### config.mk
export PLATFORM = sky130hd
export DESIGN_NAME = ps2_mouse_packet_tracker_top
export DESIGN_NICKNAME = d
export VERILOG_FILES = /design/src/ps2mt_pkg.sv /design/src/ps2mt_framer.sv /design/src/ps2mt_cursor.sv /design/src/ps2_mouse_packet_tracker_top.sv
export SDC_FILE = /design/constraint.sdc
export NUM_CORES = 1
export LEC_CHECK = 0
export BUFFER_PORTS_ARGS = -buffer_cell sky130_fd_sc_hd__buf_4
export CAP_MARGIN = 20
export CORE_MARGIN = 2
export CORE_UTILIZATION = 40
export CTS_CLUSTER_SIZE = 10
export DETAILED_ROUTE_END_ITERATION = 6
export MAX_ROUTING_LAYER = met4
export PLACE_DENSITY = 0.66
export SKIP_CTS_REPAIR_TIMING = 1
export SYNTH_ARGS = -nofsm -noshare
export SYNTH_HDL_FRONTEND = slang
export SYNTH_SLANG_ARGS = --single-unit
### constraint.sdc
create_clock -name clk -period 3.9 [get_ports clk]
set_clock_uncertainty 0.1 [all_clocks]
set_input_delay 0.78 -clock clk [delete_from_list [all_inputs] [get_ports clk]]
set_output_delay 0.78 -clock clk [all_outputs]
set_load 0.01 [all_outputs]
### src/ps2mt_pkg.sv
// Shared types, constants and the cursor clamp function for the PS/2 mouse packet tracker.
package ps2mt_pkg;

  localparam int unsigned LimitWidth = 11;
  localparam int unsigned PosWidth   = 10;
  localparam int unsigned InWidth    = 16;
  localparam int unsigned OutWidth   = 24;

  localparam logic [LimitWidth-1:0] XLimitReset = 11'd320;
  localparam logic [LimitWidth-1:0] YLimitReset = 11'd240;
  localparam logic [PosWidth-1:0]   PosMax      = 10'd1023;

  // Register indexes on the configuration port
  localparam logic RegXLimit = 1'b0;
  localparam logic RegYLimit = 1'b1;

  // Mouse protocol bytes and status bits
  localparam logic [7:0] ByteResetOk  = 8'hAA;
  localparam logic [7:0] ByteDeviceId = 8'h00;
  localparam int unsigned BitLeft     = 0;
  localparam int unsigned BitSync     = 3;
  localparam int unsigned BitSignX    = 4;
  localparam int unsigned BitSignY    = 5;

  localparam logic [1:0] CountLast = 2'd2;

  // Framer to cursor: what one byte did to the packet framing
  typedef struct packed {
    logic       send;
    logic       good;
    logic [7:0] status;
    logic [7:0] dx;
    logic [7:0] dy;
  } frame_evt_t;

  // Add a 9-bit signed delta and clamp to 0..min(limit-1, 1023); limit zero acts as one.
  function automatic logic [PosWidth-1:0] move_clamped(
    input logic [PosWidth-1:0]   pos,
    input logic                  neg,
    input logic [7:0]            mag,
    input logic [LimitWidth-1:0] limit
  );
    logic [LimitWidth-1:0] hi11;
    logic [PosWidth-1:0]   hi;
    logic signed [11:0]    v;
    begin
      hi11 = (limit == '0) ? '0 : limit - 11'd1;
      hi   = (hi11 > {1'b0, PosMax}) ? PosMax : hi11[PosWidth-1:0];
      v    = $signed({2'b00, pos}) + $signed({{4{neg}}, mag});
      if (v[11]) begin
        move_clamped = '0;
      end else if (v[10:0] > {1'b0, hi}) begin
        move_clamped = hi;
      end else begin
        move_clamped = v[PosWidth-1:0];
      end
    end
  endfunction

endpackage

### src/ps2mt_framer.sv
// Byte window, modulo-3 framing counter, stream enable detection and sync check.
module ps2mt_framer
  import ps2mt_pkg::*;
(
  input  logic       clk,
  input  logic       rst,
  input  logic       step,
  input  logic       rx_valid,
  input  logic [7:0] rx_byte,
  output frame_evt_t evt
);

  logic [7:0] byte_second;
  logic [7:0] byte_third;
  logic [1:0] byte_count;
  logic       streaming_on;

  logic [1:0] byte_count_next;
  logic       enable_hit;
  logic       wrap;
  logic       sync_bad;

  always_comb begin
    // window after shifting in: first <= second, second <= third, third <= byte
    enable_hit = !streaming_on && (byte_third == ByteResetOk) && (rx_byte == ByteDeviceId);
    wrap       = (byte_count == CountLast);
    sync_bad   = !byte_second[BitSync] || (byte_second[2:1] != 2'b00);

    if (enable_hit) begin
      byte_count_next = '0;
    end else if (wrap) begin
      byte_count_next = sync_bad ? CountLast : 2'd0;
    end else begin
      byte_count_next = byte_count + 2'd1;
    end

    evt.send   = rx_valid && enable_hit;
    evt.good   = rx_valid && !enable_hit && wrap && !sync_bad;
    evt.status = byte_second;
    evt.dx     = byte_third;
    evt.dy     = rx_byte;
  end

  // The oldest window byte is never read: the sync check looks at the byte that
  // is about to become it (byte_second)
  always_ff @(posedge clk) begin
    if (rst) begin
      byte_second  <= '0;
      byte_third   <= '0;
      byte_count   <= '0;
      streaming_on <= 1'b0;
    end else if (step && rx_valid) begin
      byte_second  <= byte_third;
      byte_third   <= rx_byte;
      byte_count   <= byte_count_next;
      if (enable_hit) begin
        streaming_on <= 1'b1;
      end
    end
  end

endmodule

### src/ps2mt_cursor.sv
// Cursor position, clamping and left button tracking.
module ps2mt_cursor
  import ps2mt_pkg::*;
(
  input  logic                  clk,
  input  logic                  rst,
  input  logic                  step,
  input  frame_evt_t            evt,
  input  logic [LimitWidth-1:0] x_limit,
  input  logic [LimitWidth-1:0] y_limit,
  output logic [PosWidth-1:0]   pos_x,
  output logic [PosWidth-1:0]   pos_y,
  output logic                  left_button,
  output logic                  left_press
);

  logic [PosWidth-1:0] cursor_x;
  logic [PosWidth-1:0] cursor_y;
  logic                last_button;

  logic [PosWidth-1:0] cursor_x_next;
  logic [PosWidth-1:0] cursor_y_next;
  logic                clicked;

  always_comb begin
    clicked       = evt.status[BitLeft];
    cursor_x_next = move_clamped(cursor_x, evt.status[BitSignX], evt.dx, x_limit);
    cursor_y_next = move_clamped(cursor_y, evt.status[BitSignY], evt.dy, y_limit);
    if (evt.good) begin
      pos_x       = cursor_x_next;
      pos_y       = cursor_y_next;
      left_button = clicked;
      left_press  = clicked && !last_button;
    end else begin
      pos_x       = cursor_x;
      pos_y       = cursor_y;
      left_button = last_button;
      left_press  = 1'b0;
    end
  end

  always_ff @(posedge clk) begin
    if (rst) begin
      cursor_x    <= '0;
      cursor_y    <= '0;
      last_button <= 1'b0;
    end else if (step && evt.good) begin
      cursor_x    <= cursor_x_next;
      cursor_y    <= cursor_y_next;
      last_button <= clicked;
    end
  end

endmodule

### src/ps2_mouse_packet_tracker_top.sv
// Top level of the PS/2 mouse packet tracker: stream ports, config registers, stage registers.
//
//  channel   | direction | word contents (low bit up)
//  ----------+-----------+----------------------------------------------------------
//  s_*       | in        | rx_valid[0], rx_byte[8:1], zero fill [15:9]
//  m_*       | out       | send_enable, packet_done, pos_x(10), pos_y(10),
//            |           | left_button, left_press
//  cfg_*     | in        | write enable, index 0 x_limit / 1 y_limit, 11-bit data
//
// One word per cycle sustained while m_tready stays high. A word is captured in the input
// register, passes combinationally through the framer and cursor logic and is loaded
// into the result register when it advances, that is when that register is free or being
// drained. rst is synchronous: it clears the stage valids, the framing state and
// the cursor, and loads the screen limits 320 and 240.
// A stall on m_tready holds the result register; the input register still takes one
// more word, and s_tready drops only when both stages are full.
module ps2_mouse_packet_tracker_top
  import ps2mt_pkg::*;
(
  input  logic                  clk,
  input  logic                  rst,
  // rx_valid [0], rx_byte [8:1], zeros [15:9]
  input  logic [InWidth-1:0]    s_tdata,
  input  logic                  s_tvalid,
  output logic                  s_tready,
  // send_enable [0], packet_done [1], pos_x [11:2], pos_y [21:12],
  // left_button [22], left_press [23]
  output logic [OutWidth-1:0]   m_tdata,
  output logic                  m_tvalid,
  input  logic                  m_tready,
  input  logic                  cfg_we,
  input  logic                  cfg_addr,
  input  logic [LimitWidth-1:0] cfg_data
);

  logic [LimitWidth-1:0] x_limit;
  logic [LimitWidth-1:0] y_limit;

  logic       in_valid;
  logic       in_rx_valid;
  logic [7:0] in_rx_byte;

  logic       advance;
  frame_evt_t evt;

  logic [PosWidth-1:0] pos_x;
  logic [PosWidth-1:0] pos_y;
  logic                left_button;
  logic                left_press;

  // Advance the held word when the result register is free or being drained
  assign advance  = in_valid && (!m_tvalid || m_tready);
  assign s_tready = !in_valid || advance;

  // Configuration registers
  always_ff @(posedge clk) begin
    if (rst) begin
      x_limit <= XLimitReset;
      y_limit <= YLimitReset;
    end else if (cfg_we) begin
      unique case (cfg_addr)
        RegXLimit: x_limit <= cfg_data;
        RegYLimit: y_limit <= cfg_data;
        default:   ;
      endcase
    end
  end

  // Input register
  always_ff @(posedge clk) begin
    if (rst) begin
      in_valid <= 1'b0;
    end else if (s_tready) begin
      in_valid <= s_tvalid;
    end
  end

  always_ff @(posedge clk) begin
    if (s_tvalid && s_tready) begin
      in_rx_valid <= s_tdata[0];
      in_rx_byte  <= s_tdata[8:1];
    end
  end

  ps2mt_framer u_framer (
    .clk      (clk),
    .rst      (rst),
    .step     (advance),
    .rx_valid (in_rx_valid),
    .rx_byte  (in_rx_byte),
    .evt      (evt)
  );

  ps2mt_cursor u_cursor (
    .clk         (clk),
    .rst         (rst),
    .step        (advance),
    .evt         (evt),
    .x_limit     (x_limit),
    .y_limit     (y_limit),
    .pos_x       (pos_x),
    .pos_y       (pos_y),
    .left_button (left_button),
    .left_press  (left_press)
  );

  // Result register: load on advance, drop valid once taken
  always_ff @(posedge clk) begin
    if (rst) begin
      m_tvalid <= 1'b0;
    end else if (advance) begin
      m_tvalid <= 1'b1;
    end else if (m_tready) begin
      m_tvalid <= 1'b0;
    end
  end

  always_ff @(posedge clk) begin
    if (advance) begin
      m_tdata <= {left_press, left_button, pos_y, pos_x, evt.good, evt.send};
    end
  end

endmodule

==> results of run 1 <==
[cell type report]
class                      count  area share
multi-input combinational    505      0.4988
sequential                    95      0.3046
timing repair buffer         100      0.1050
clock buffer                   9     0.03070
tap                          180     0.03070
inverter                      36     0.01842
clock inverter                 7     0.01177
[per-layer routing]
layer | track usage | up-vias
li1 | - | 2534
met1 | 0.2707 | 2403
met2 | 0.3067 | 126
met3 | 0.04258 | 22
met4 | 0.05824 | 0
met5 | - | -
[worst max-delay path: stages (launching register included)]
cell	delay [ns]
edfxtp_1	0.45
ha_4	0.20
buf_4	0.14
a211oi_4	0.25
o21ai_2	0.13
a31o_2	0.23
a21oi_2	0.18
xor2_2	0.21
ha_1	0.30
a211oi_2	0.26
nand2_1	0.09
o311a_1	0.31
nor2b_1	0.14
mux2i_2	0.12
buf_12	0.17
mux2i_1	0.14
a22o_1	0.23
[layout by cell type, fill, tap and decap left out, drive strengths merged, types with 3 or more instances in the layout]
cell type,Yosys,layout
nand2,126,126
buf,4,100
dfxtp,62,62
a21oi,57,57
o21ai,52,52
ha,44,44
inv,36,40
edfxtp,33,33
nor2,32,32
mux2i,21,21
xnor2,14,14
nor3,13,13
nand3b,11,11
o21a,10,10
a22o,10,10
clkbuf,20,9
nor2b,9,9
xor2,8,8
or4,7,7
or2,6,6
nand4,6,6
nor3b,6,6
a211oi,6,6
and2,5,5
nand2b,4,4
nor4,4,4
or3,3,3
nand3,3,3
a21o,3,3
o21bai,3,3
o31ai,3,3
o22ai,3,3
[flip-flops by register name (all words and copies together), names as in the netlist]
signal and count:
in_rx_byte 8, in_rx_valid 1, in_valid 1, m_tdata 24, m_tvalid 1, u_cursor.cursor_x 10
u_cursor.cursor_y 10, u_cursor.last_button 1, u_framer.byte_count 2, u_framer.byte_second 6, u_framer.byte_third 8, u_framer.streaming_on 1
x_limit 11, y_limit 11
[power groups by stage]
stage	Sequential, uW	Clock, uW	Combinational, uW
6_report	1090	924	362
5_1_grt	1090	986	398
4_1_cts	1080	939	323
3_5_place_dp	1110	0	321
3_3_place_gp	1100	0	310
2_1_floorplan	1100	0	198
[worst max path at each step]
stage                             from                    end  slack, ns  cells past startpoint
2_1_floorplan  x_limit[0]$_SDFFE_PP0P_  m_tdata[10]$_DFFE_PP_       0.05                     14
3_3_place_gp   in_rx_byte[6]$_DFFE_PP_  m_tdata[14]$_DFFE_PP_      -0.19                     15
3_5_place_dp   in_rx_byte[6]$_DFFE_PP_  m_tdata[14]$_DFFE_PP_      -0.30                     15
4_1_cts        in_rx_byte[6]$_DFFE_PP_  m_tdata[14]$_DFFE_PP_      -0.35                     15
5_1_grt        in_rx_byte[0]$_DFFE_PP_  m_tdata[14]$_DFFE_PP_      -0.12                     16
6_report       in_rx_byte[0]$_DFFE_PP_  m_tdata[14]$_DFFE_PP_      0.002                     16
[metrics by stage]
step	setup slack (ns)	total power [uW]	hold WS [ns]	area, um^2	instances
floorplan	0.04684	1300	0.3315	5736	660
global placement	-0.1869	1415	0.3394	6554	906
detailed placement	-0.2963	1427	0.3479	6554	906
CTS	-0.3516	2345	0.3573	6865	922
global route	-0.1244	2475	0.3806	7337	932
finish	0.001721	2372	0.3577	7337	932
[cells by family after synthesis]
| family | count (synthesis) | share of synthesized area |
|---|---|---|
| simple gates | 243 | 0.2075 |
| compound gates | 171 | 0.1861 |
| flops | 95 | 0.3892 |
| buf+inv | 60 | 0.04014 |
| fa+ha+maj | 46 | 0.1030 |
| mux | 23 | 0.04058 |
| xor+xnor | 22 | 0.03360 |
==> results.md, run 1 <==
- Reg2reg start: in_rx_byte[0]$_DFFE_PP_
- Worst-skew pair later-pin latency: between 0.3 and 0.4 ns
- Vias/cell: 5.456
- Ys async rst share: 0
- Critical Path RT: just under 4 ns
- WL per Instance: about 16 um
- Slew headroom: 0.5925
- RSZ-0062 raised after global routing: true
- Final Max Tran Viols: 0
- Hold path cells: 2
- Mean Syn Cell Area: 8.690 um^2
- Final setup TNS: 0 ns
- Worst-path clk slew: around 0.070 ns
- CTS Buffer Depth: 2
- Clk pwr share: 0.389
- Synth cell types: between 60 and 70
- Flop2flop setup slack: 0.002 ns
- DR top layer: met4
- P_int: between 1500 and 2000 uW
- Share of total power in sequential cells: 0.458
- Register area: 2235 um^2
- Hold path start: u_framer.byte_second[2]$_SDFFE_PP0P_
- Synth area leader: dfxtp_1
- Ant diodes: 0
- Tcrit/Tclk final: 0.9996
- Worst-case reg-to-reg path depth: 16
- Drt drc: 0
- Core ar.: 13930 um^2
- Total CTS buffers: 9
- CP arrival: 3.90 ns
- Final setup violation count: 0
- Synth Net Count: 739
- Mapped Cells: 660
- Antenna violations before repair: 0
- DRT met1 WL: 6943 um
- Vias in the first global route: 4658
- Worst slew pin tran: ~0.61 ns
- YS warnings: 0
- RR Endpoint: m_tdata[14]$_DFFE_PP_
- Post-synth EDFFs: 33
- Tmin final: 3.898 ns
- Worst Path Max Fanout: 8
- Nets@finish: 826
- Dominant synthesized flop cell: dfxtp_1
- TritonCTS clock tree: built
- P&R area growth vs syn: 27.92%
- Static leakage power: between 0.002 and 0.003 uW
- Largest net degree at the start of global routing: 48
- Worst Setup Path Type: flip-flop to flip-flop
- Wire length on met2: a little under 7000 um
- Synthesized flop and latch total: 95
- NetSw: 635.2 uW
- Fill cell count: 1287
- Most frequent cell after synthesis: nand2_1
- Met3 routed WL: between 900 and 1000 um
- Startpoint types: flip-flop
- Final Hold Vio Count: 0
- Hold path endpoint: u_framer.byte_second[2]$_SDFFE_PP0P_
- Seq/Total Area, Yosys: 0.3892
- Critical Path End Type: flip-flop
- Core Rows: 43
- Mapped Area: between 5000 and 6000 um^2
- Total grt overflow: 0
- Power per cell area: 323.3 nW/um^2
- I/O Buffers: 51
- Die Wd: 123.7 um
- Clock sink count: 95
- Area of the multi-input gates: 3660 um^2
- Synth area leaders: dfxtp_1, edfxtp_1, ha_1
- Die Y: approximately 120 um
- Share of the synthesized area in the top cell type: 0.2164
- Worst vdd rail ir drop: between 200 and 300 uV
- Wire length of the first global-routing pass: ~23000 um
- Sw frac: 0.2678
- Fmax: 256.5 MHz
- Initial core utilization: 0.4116
- Clock root cell: clkbuf_16
- Type of the worst min-delay path: flip-flop to flip-flop
- Share of cells above drive strength 1: 0.2660
- Placer Congestion: ~0.93
- DR pass1 iterations: 5
- WL final: 15010 um
- H-tree levels: 3
- Combinational Power Share: 0.153
- Top cells by count, synth: nand2_1, dfxtp_1, a21oi_1
- DPL Wire Length: 10840 um
- Vias post-DR: 5085
- Fin util: 0.5265
- Status: finished clean
- Remaining antenna violation count: 0
- Max Cap Viol: 0
- Total Routing Usage GR: 0.2013
- DR iter-0 viols: 313
- Die footprint: 15310 um^2
- I/O pin cnt: 59
Note: power is estimated with default switching activity, not from simulation.
==> run 2, diff against run 1 <==
--- a/config.mk
+++ b/config.mk
@@ -13,6 +13,7 @@
 export DETAILED_ROUTE_END_ITERATION = 6
 export MAX_ROUTING_LAYER = met4
 export PLACE_DENSITY = 0.66
+export REMOVE_ABC_BUFFERS = 1
 export SKIP_CTS_REPAIR_TIMING = 1
 export SYNTH_ARGS = -nofsm -noshare
 export SYNTH_HDL_FRONTEND = slang
==> constraint.sdc (replaced) <==
create_clock -name clk -period 3.9 [get_ports clk]
set_clock_uncertainty 0.1 [all_clocks]
set_input_delay 0.195 -clock clk [delete_from_list [all_inputs] [get_ports clk]]
set_output_delay 0.195 -clock clk [all_outputs]
set_load 0.01 [all_outputs]
==> run 2 against run 1 <==
Net effect: the run now ends with hold timing left; maximum frequency is 0.43% higher; cell area is 1.2% higher; total power is 4.0% higher; register-to-register slack better by 0.02 ns; setup slack better by 0.017 ns; largest cell class unchanged; clock power is 10% higher; count of clock-buffer cells in the layout is 1 higher; global-route usage is 0.55 points higher; core utilization is 0.62 points higher.
==> results.md, run 2 (synthesis gave the netlist of run 1 again) <==
- Status: complete, but fails checks (was finished clean)
- Violated checks: hold timing
- Tmin final: 3.882 ns (was 3.898 ns)
- Most common cell after layout, fill and taps aside: nand2_1 (unchanged)
- Largest net degree at the start of global routing: 48 (unchanged)
- Nets@finish: 840 (was 826)
- Ant diodes: 0 (unchanged)
- DRT met1 WL: 6704 um (was 6943 um)
- Final Max Tran Viols: 0 (unchanged)
- Regs by FF count: m_tdata x24, x_limit x11, y_limit x11 (unchanged)
- Fmax: 257.6 MHz (was 256.5 MHz)
- Max Cap Viol: 0 (unchanged)
- Clock root cell: clkbuf_16 (unchanged)
- WL per Instance: 16.06 um (was 16.10 um)
- P&R area growth vs syn: 29.43% (was 27.92%)
- Initial core utilization: 0.4116 (unchanged)
- Most frequent cells in the layout: nand2_1, buf_4, dfxtp_1 (unchanged)
- Startpoint types: flip-flop (unchanged)
- Total grt overflow: 0 (unchanged)
- CP arrival: 3.88 ns (was 3.90 ns)
- P_int: 1870 uW (was 1737 uW)
- I/O pin cnt: 59 (unchanged)
- Placer Congestion: 0.9193 (was 0.9329)
- WL final: 15190 um (was 15010 um)
- Worst Path Max Fanout: 8 (unchanged)
- Power per cell area: 332.2 nW/um^2 (was 323.3 nW/um^2)
- RSZ-0062 raised after global routing: true (unchanged)
- Sw frac: 0.2418 (was 0.2678)
- DR iter-0 viols: 315 (was 313)
- Wire length on met2: 7555 um (was 6898 um)
- Tcrit/Tclk final: 0.9953 (was 0.9996)
- Placed cells: 905 (was 906)
- Crit path launch: in_rx_byte[2]$_DFFE_PP_ (was in_rx_byte[0]$_DFFE_PP_)
- H-tree levels: 3 (unchanged)
- Max reg flops: 24 (unchanged)
- Worst-path clk slew: 0.07 ns (about the same)
- Hold path cells: 3 (was 2)
- CP peak stage delay: 0.40 ns (was 0.45 ns)
- Critical Path RT: 3.90 ns (about the same)
- Antenna violations before repair: 0 (unchanged)
- Die footprint: 15310 um^2 (unchanged)
- NetSw: 596.3 uW (was 635.2 uW)
- Share of cells above drive strength 1: 0.2467 (was 0.2660)
- Worst-skew pair later-pin latency: 0.35 ns (about the same)
- Clock sink count: 95 (unchanged)
- Type of the worst min-delay path: primary input to flip-flop (was flip-flop to flip-flop)
- DR top layer: met4 (unchanged)
- Vias in the first global route: 4934 (was 4658)
- Critical Path End Type: flip-flop (unchanged)
- Wire length of the first global-routing pass: 23810 um (was 23010 um)
- DPL Wire Length: 10900 um (was 10840 um)
- Vias/cell: 5.402 (was 5.456)
- Total CTS buffers: 9 (unchanged)
- Fill cell count: 1222 (was 1287)
- Final setup violation count: 0 (unchanged)
- Final Hold Vio Count: 2 (was 0)
- Combinational Power Share: 0.147 (was 0.153)
- Worst Setup Path Type: flip-flop to flip-flop (unchanged)
- Die Y: 123.7 um (unchanged)
- Slew headroom: 0.5022 (was 0.5925)
- Drt drc: 0 (unchanged)
- CP max-delay cell: edfxtp_1 (unchanged)
- Static leakage power: 0.003001 uW (was 0.002963 uW)
- Reg2reg start: in_rx_byte[2]$_DFFE_PP_ (was in_rx_byte[0]$_DFFE_PP_)
- Worst slew pin tran: 0.7451 ns (was 0.6112 ns)
- Clk pwr share: 0.412 (was 0.389)
- Flop2flop setup slack: 0.02 ns (was 0.002 ns)
- WHS: -0.004897 ns (was 0.3577 ns)
- Die Wd: 123.7 um (unchanged)
- Vias post-DR: 5110 (was 5085)
- TritonCTS clock tree: built (unchanged)
- DR pass1 iterations: 6 (was 5)
- Worst vdd rail ir drop: 231.8 uV (was 254.0 uV)
- Share of total power in sequential cells: 0.441 (was 0.458)
- Total Routing Usage GR: 0.2068 (was 0.2013)
- Remaining antenna violation count: 0 (unchanged)
- Largest Register: m_tdata (unchanged)
- CTS Buffer Depth: 2 (unchanged)
- Met3 routed WL: 633 um (was 901 um)
- Post-Layout Cell Count: 946 (was 932)
- Worst-case reg-to-reg path depth: 15 (was 16)
- Core Rows: 43 (unchanged)
- Core ar.: 13930 um^2 (unchanged)
- Hold path start: cfg_data[4] (was u_framer.byte_second[2]$_SDFFE_PP0P_)
- I/O Buffers: 51 (unchanged)
- Cell Chain, Critical Path: ha_1 -> buf_4 -> nor2b_2 -> o31a_1 -> buf_4 -> a21oi_1 -> ha_1 -> a211oi_1 -> nor2_1 -> o311a_1 -> nor2b_1 -> mux2i_1 -> buf_6 -> mux2i_2 -> o21ai_1 (was ha_4 -> buf_4 -> a211oi_4 -> o21ai_2 -> a31o_2 -> a21oi_2 -> xor2_2 -> ha_1 -> a211oi_2 -> nand2_1 -> o311a_1 -> nor2b_1 -> mux2i_2 -> buf_12 -> mux2i_1 -> a22o_1)
[run 2: cell count changes in the layout (fill, tap and decap cells not counted), sizes merged]
cell	previous run	this run
buf	100	101
bufinv	1	3
clkbuf	9	10
clkinv	1	3
clkinvlp	1	0
dlygate4sd3	0	13
inv	40	36
[run 2: cell type report]
| class | count | area [um^2] | share of cell area |
|---|---|---|---|
| tap | 180 | 225.2 | 0.03034 |
| multi-input combinational | 505 | 3576 | 0.4817 |
| sequential | 95 | 2237 | 0.3014 |
| clock inverter | 6 | 107.6 | 0.01450 |
| inverter | 36 | 135.1 | 0.01820 |
| timing repair buffer | 114 | 903.4 | 0.1217 |
| clock buffer | 10 | 239.0 | 0.03219 |
[run 2: through the flow]
| stage | power [uW] | setup slack (ns) | cell area [um^2] | util | TNS [ns] |
|---|---|---|---|---|---|
| after floorplan | 1290 | -0.2967 | 5640 | - | -4.475 |
| after global placement | 1410 | -0.1002 | 6534 | 0.4689 | -0.8798 |
| final | 2466 | 0.01843 | 7423 | 0.5327 | 0 |
| after CTS | 2437 | -0.2252 | 6880 | 0.4938 | -2.546 |
| after global routing | 2569 | -0.1351 | 7423 | 0.5327 | -1.692 |
| after detailed placement | 1418 | -0.1959 | 6534 | 0.4689 | -2.230 |
[run 2: layer usage]
layer	global-route usage	up-vias
met5	-	-
met4	0.06960	0
met3	0.04029	25
met1	0.2552	2393
met2	0.3400	128
li1	-	2564
[run 2: path summary, 6_finish.rpt]
path	to
max	m_tdata[12]$_DFFE_PP_
min	y_limit[4]$_SDFFE_PP1P_
max reg2reg	m_tdata[12]$_DFFE_PP_
min reg2reg	u_framer.byte_second[2]$_SDFFE_PP0P_
[run 2: power groups by stage]
stage          clock network, uW  registers (uW)  logic, uW
6_report                    1020            1090        362
5_1_grt                     1080            1090        400
4_1_cts                     1040            1090        314
3_5_place_dp                   0            1110        311
3_3_place_gp                   0            1110        304
2_1_floorplan                  0            1110        184
[run 2: critical path, delay by kind of cell, from the launching register on]
kind / cells / cell delay, ns
buffers and inverters: 3 / 0.49
muxes: 2 / 0.31
AOI/OAI and AO/OA: 5 / 1.34
and+or+nand+nor: 3 / 0.36
DFF: 1 / 0.40
adders and majority gates: 2 / 0.62
==> run 3, diff against run 2 <==
--- a/config.mk
+++ b/config.mk
@@ -8,11 +8,11 @@
 export BUFFER_PORTS_ARGS = -buffer_cell sky130_fd_sc_hd__buf_4
 export CAP_MARGIN = 20
 export CORE_MARGIN = 2
-export CORE_UTILIZATION = 40
+export CORE_UTILIZATION = 28
 export CTS_CLUSTER_SIZE = 10
 export DETAILED_ROUTE_END_ITERATION = 6
 export MAX_ROUTING_LAYER = met4
-export PLACE_DENSITY = 0.66
+export PLACE_DENSITY = 0.51
 export REMOVE_ABC_BUFFERS = 1
 export SKIP_CTS_REPAIR_TIMING = 1
 export SYNTH_ARGS = -nofsm -noshare
==> run 3 against run 2 <==
Net effect: the run now ends clean; non-clock buffer count rose by 22; register-to-register slack gained 0.04 ns; combinational power rose by 10%; setup slack better by 0.041 ns; global-route usage down 5.7 points; count of clock-buffer cells in the layout unchanged; die area is 41% higher; final cell count up 12%; first-iteration DRC count decreased by 11%; core utilization decreased by 15 points; critical endpoint is now m_tdata[14]$_DFFE_PP_; largest power group is now the clock network; highest routed layer unchanged.
==> results.md, run 3 (synthesis gave the netlist of run 1 again) <==
- Pre-CTS setup slack: -0.1548 ns (was -0.1959 ns)
- Tcrit/Tclk final: 0.9847 (was 0.9953)
- Delay-heaviest family, CP: compound AO/OA/AOI/OAI gates (unchanged)
- H-tree levels: 3 (unchanged)
- Ant diodes: 0 (unchanged)
- RSZ-0062 raised after global routing: true (unchanged)
- CP arrival: 3.86 ns (was 3.88 ns)
- Vias post-DR: 5053 (was 5110)
- Critical Path RT: 3.92 ns (was 3.90 ns)
- Vias in the first global route: 4771 (was 4934)
- Core ar.: 20170 um^2 (was 13930 um^2)
- Static leakage power: 0.003150 uW (was 0.003001 uW)
- Remaining antenna violation count: 0 (unchanged)
- Most frequent cells in the layout: nand2_1, buf_4, dfxtp_1 (unchanged)
- Max reg flops: 24 (unchanged)
- Status: finished clean (was complete, but fails checks)
- I/O pin cnt: 59 (unchanged)
- I/O Buffers: 51 (unchanged)
- Placed cells: 1019 (was 905)
- Total CTS buffers: 9 (unchanged)
- DR iter-0 viols: 280 (was 315)
- Tmin final: 3.840 ns (was 3.882 ns)
- WHS: 0.006259 ns (was -0.004897 ns)
- Final setup violation count: 0 (unchanged)
- Core Rows: 52 (was 43)
- DR pass1 iterations: 4 (was 6)
- Max Cap Viol: 0 (unchanged)
- Worst Setup Path Type: flip-flop to flip-flop (unchanged)
- Die Wd: 147.1 um (was 123.7 um)
- Hold path endpoint: x_limit[3]$_SDFFE_PP0P_ (was y_limit[4]$_SDFFE_PP1P_)
- Cell Chain, Critical Path: ha_4 -> inv_2 -> fa_2 -> nor2b_2 -> o31a_1 -> o21a_1 -> nor2_2 -> xnor2_2 -> ha_1 -> nand4_1 -> or3_1 -> o311a_1 -> nor2b_1 -> mux2i_2 -> buf_4 -> mux2i_1 -> a22o_1 (was ha_1 -> buf_4 -> nor2b_2 -> o31a_1 -> buf_4 -> a21oi_1 -> ha_1 -> a211oi_1 -> nor2_1 -> o311a_1 -> nor2b_1 -> mux2i_1 -> buf_6 -> mux2i_2 -> o21ai_1)
- Buf/Inv on CP: 2 (was 3)
- CP max-delay cell: edfxtp_1 (unchanged)
- Worst-path clk slew: 0.08 ns (was 0.07 ns)
- Antenna violations before repair: 2 (was 0)
- Drt drc: 0 (unchanged)
- Slew headroom: 0.5845 (was 0.5022)
- Worst vdd rail ir drop: 171.1 uV (was 231.8 uV)
- Final Hold Vio Count: 0 (was 2)
- Fill cell count: 2101 (was 1222)
- Vias/cell: 4.776 (was 5.402)
- Share of cells above drive strength 1: 0.2843 (was 0.2467)
- DPL Wire Length: 11740 um (was 10900 um)
- Total grt overflow: 0 (unchanged)
- Placer Congestion: 0.8320 (was 0.9193)
- Post-Layout Cell Count: 1058 (was 946)
- TritonCTS clock tree: built (unchanged)
- Worst slew pin tran: 0.6232 ns (was 0.7451 ns)
- Startpoint types: flip-flop (unchanged)
- Hold path cells: 3 (unchanged)
- Pwr Total: 2588 uW (was 2466 uW)
- Most common cell after layout, fill and taps aside: nand2_1 (unchanged)
- Clock sink count: 95 (unchanged)
- RR Endpoint: m_tdata[14]$_DFFE_PP_ (was m_tdata[12]$_DFFE_PP_)
- Clock root cell: clkbuf_16 (unchanged)
- Nets@finish: 862 (was 840)
- Worst-case reg-to-reg path depth: 17 (was 15)
- Final Max Tran Viols: 0 (unchanged)
- P&R area growth vs syn: 36.06% (was 29.43%)
- Regs by FF count: m_tdata x24, x_limit x11, y_limit x11 (unchanged)
- Power per cell area: 331.6 nW/um^2 (was 332.2 nW/um^2)
- Wire length of the first global-routing pass: 24770 um (was 23810 um)
- Largest Register: m_tdata (unchanged)
- Die footprint: 21640 um^2 (was 15310 um^2)
- WL final: 15940 um (was 15190 um)
- Flop2flop setup slack: 0.06 ns (was 0.02 ns)
- Final setup margin: 0.05972 ns (was 0.01843 ns)
- Initial core utilization: 0.2844 (was 0.4116)
- Worst Path Max Fanout: 3 (was 8)
- WL per Instance: 15.06 um (was 16.06 um)
- Type of the worst min-delay path: primary input to flip-flop (unchanged)
- Worst-skew pair later-pin latency: 0.36 ns (was 0.35 ns)
- Critical Path End Type: flip-flop (unchanged)
- CTS Buffer Depth: 2 (unchanged)
- Total Routing Usage GR: 0.1501 (was 0.2068)
- Fmax: 260.4 MHz (was 257.6 MHz)
- Die Y: 147.1 um (was 123.7 um)
- CP peak stage delay: 0.45 ns (was 0.40 ns)
- Hold path start: cfg_data[3] (was cfg_data[4])
- Reg2reg start: in_rx_byte[0]$_DFFE_PP_ (was in_rx_byte[2]$_DFFE_PP_)
- Largest net degree at the start of global routing: 48 (unchanged)
## run 3: worst max path at each step
stage	startpoint	endpoint	slack [ns]	depth (start not counted)
floorplan	y_limit[0]$_SDFFE_PP0P_	m_tdata[13]$_DFFE_PP_	-0.30	15
CTS	in_rx_byte[6]$_DFFE_PP_	m_tdata[14]$_DFFE_PP_	-0.18	15
global placement	in_rx_byte[6]$_DFFE_PP_	m_tdata[14]$_DFFE_PP_	-0.16	15
global route	in_rx_byte[5]$_DFFE_PP_	m_tdata[14]$_DFFE_PP_	-0.12	16
finish	in_rx_byte[0]$_DFFE_PP_	m_tdata[14]$_DFFE_PP_	0.06	17
detailed placement	in_rx_byte[6]$_DFFE_PP_	m_tdata[14]$_DFFE_PP_	-0.15	15
## run 3: area by class of cell
type / instances / area (um^2) / share of cell area
tap: 270 / 337.8 / 0.04329
inverter: 36 / 135.1 / 0.01732
timing repair buffer: 136 / 1074 / 0.1376
clock buffer: 10 / 229.0 / 0.02934
sequential: 95 / 2238 / 0.2868
clock inverter: 6 / 140.1 / 0.01796
multi-input combinational: 505 / 3650 / 0.4677
## run 3: where the power goes
part	total [uW]	switching [uW]	internal (uW)
combinational	400	201	198
sequential	1080	29.4	1060
clock	1100	404	699
## run 3: layer usage
metal | up-vias | GRT usage | wire, um
li1 | 2612 | - | -
met1 | 2363 | 0.1850 | 7286
met2 | 64 | 0.2558 | 8012
met3 | 14 | 0.02298 | 410
met4 | 0 | 0.04231 | 226
met5 | - | - | 0
## run 3: worst reg2reg max path, cell delays in order, from the launching register on
cell	delay, ns
edfxtp_1	0.45
ha_4	0.19
inv_2	0.05
fa_2	0.21
nor2b_2	0.05
o31a_1	0.35
o21a_1	0.22
nor2_2	0.15
xnor2_2	0.10
ha_1	0.32
nand4_1	0.12
or3_1	0.36
o311a_1	0.13
nor2b_1	0.15
mux2i_2	0.12
buf_4	0.18
mux2i_1	0.13
a22o_1	0.21
## run 3: stage by stage
stage               utilization  setup TNS [ns]  instance area [um^2]
finish                   0.3869               0                  7804
global route             0.3869          -1.056                  7804
CTS                      0.3571          -1.805                  7203
detailed placement       0.3388          -1.314                  6834
global placement         0.3388          -1.195                  6834
floorplan                     -          -4.475                  5640
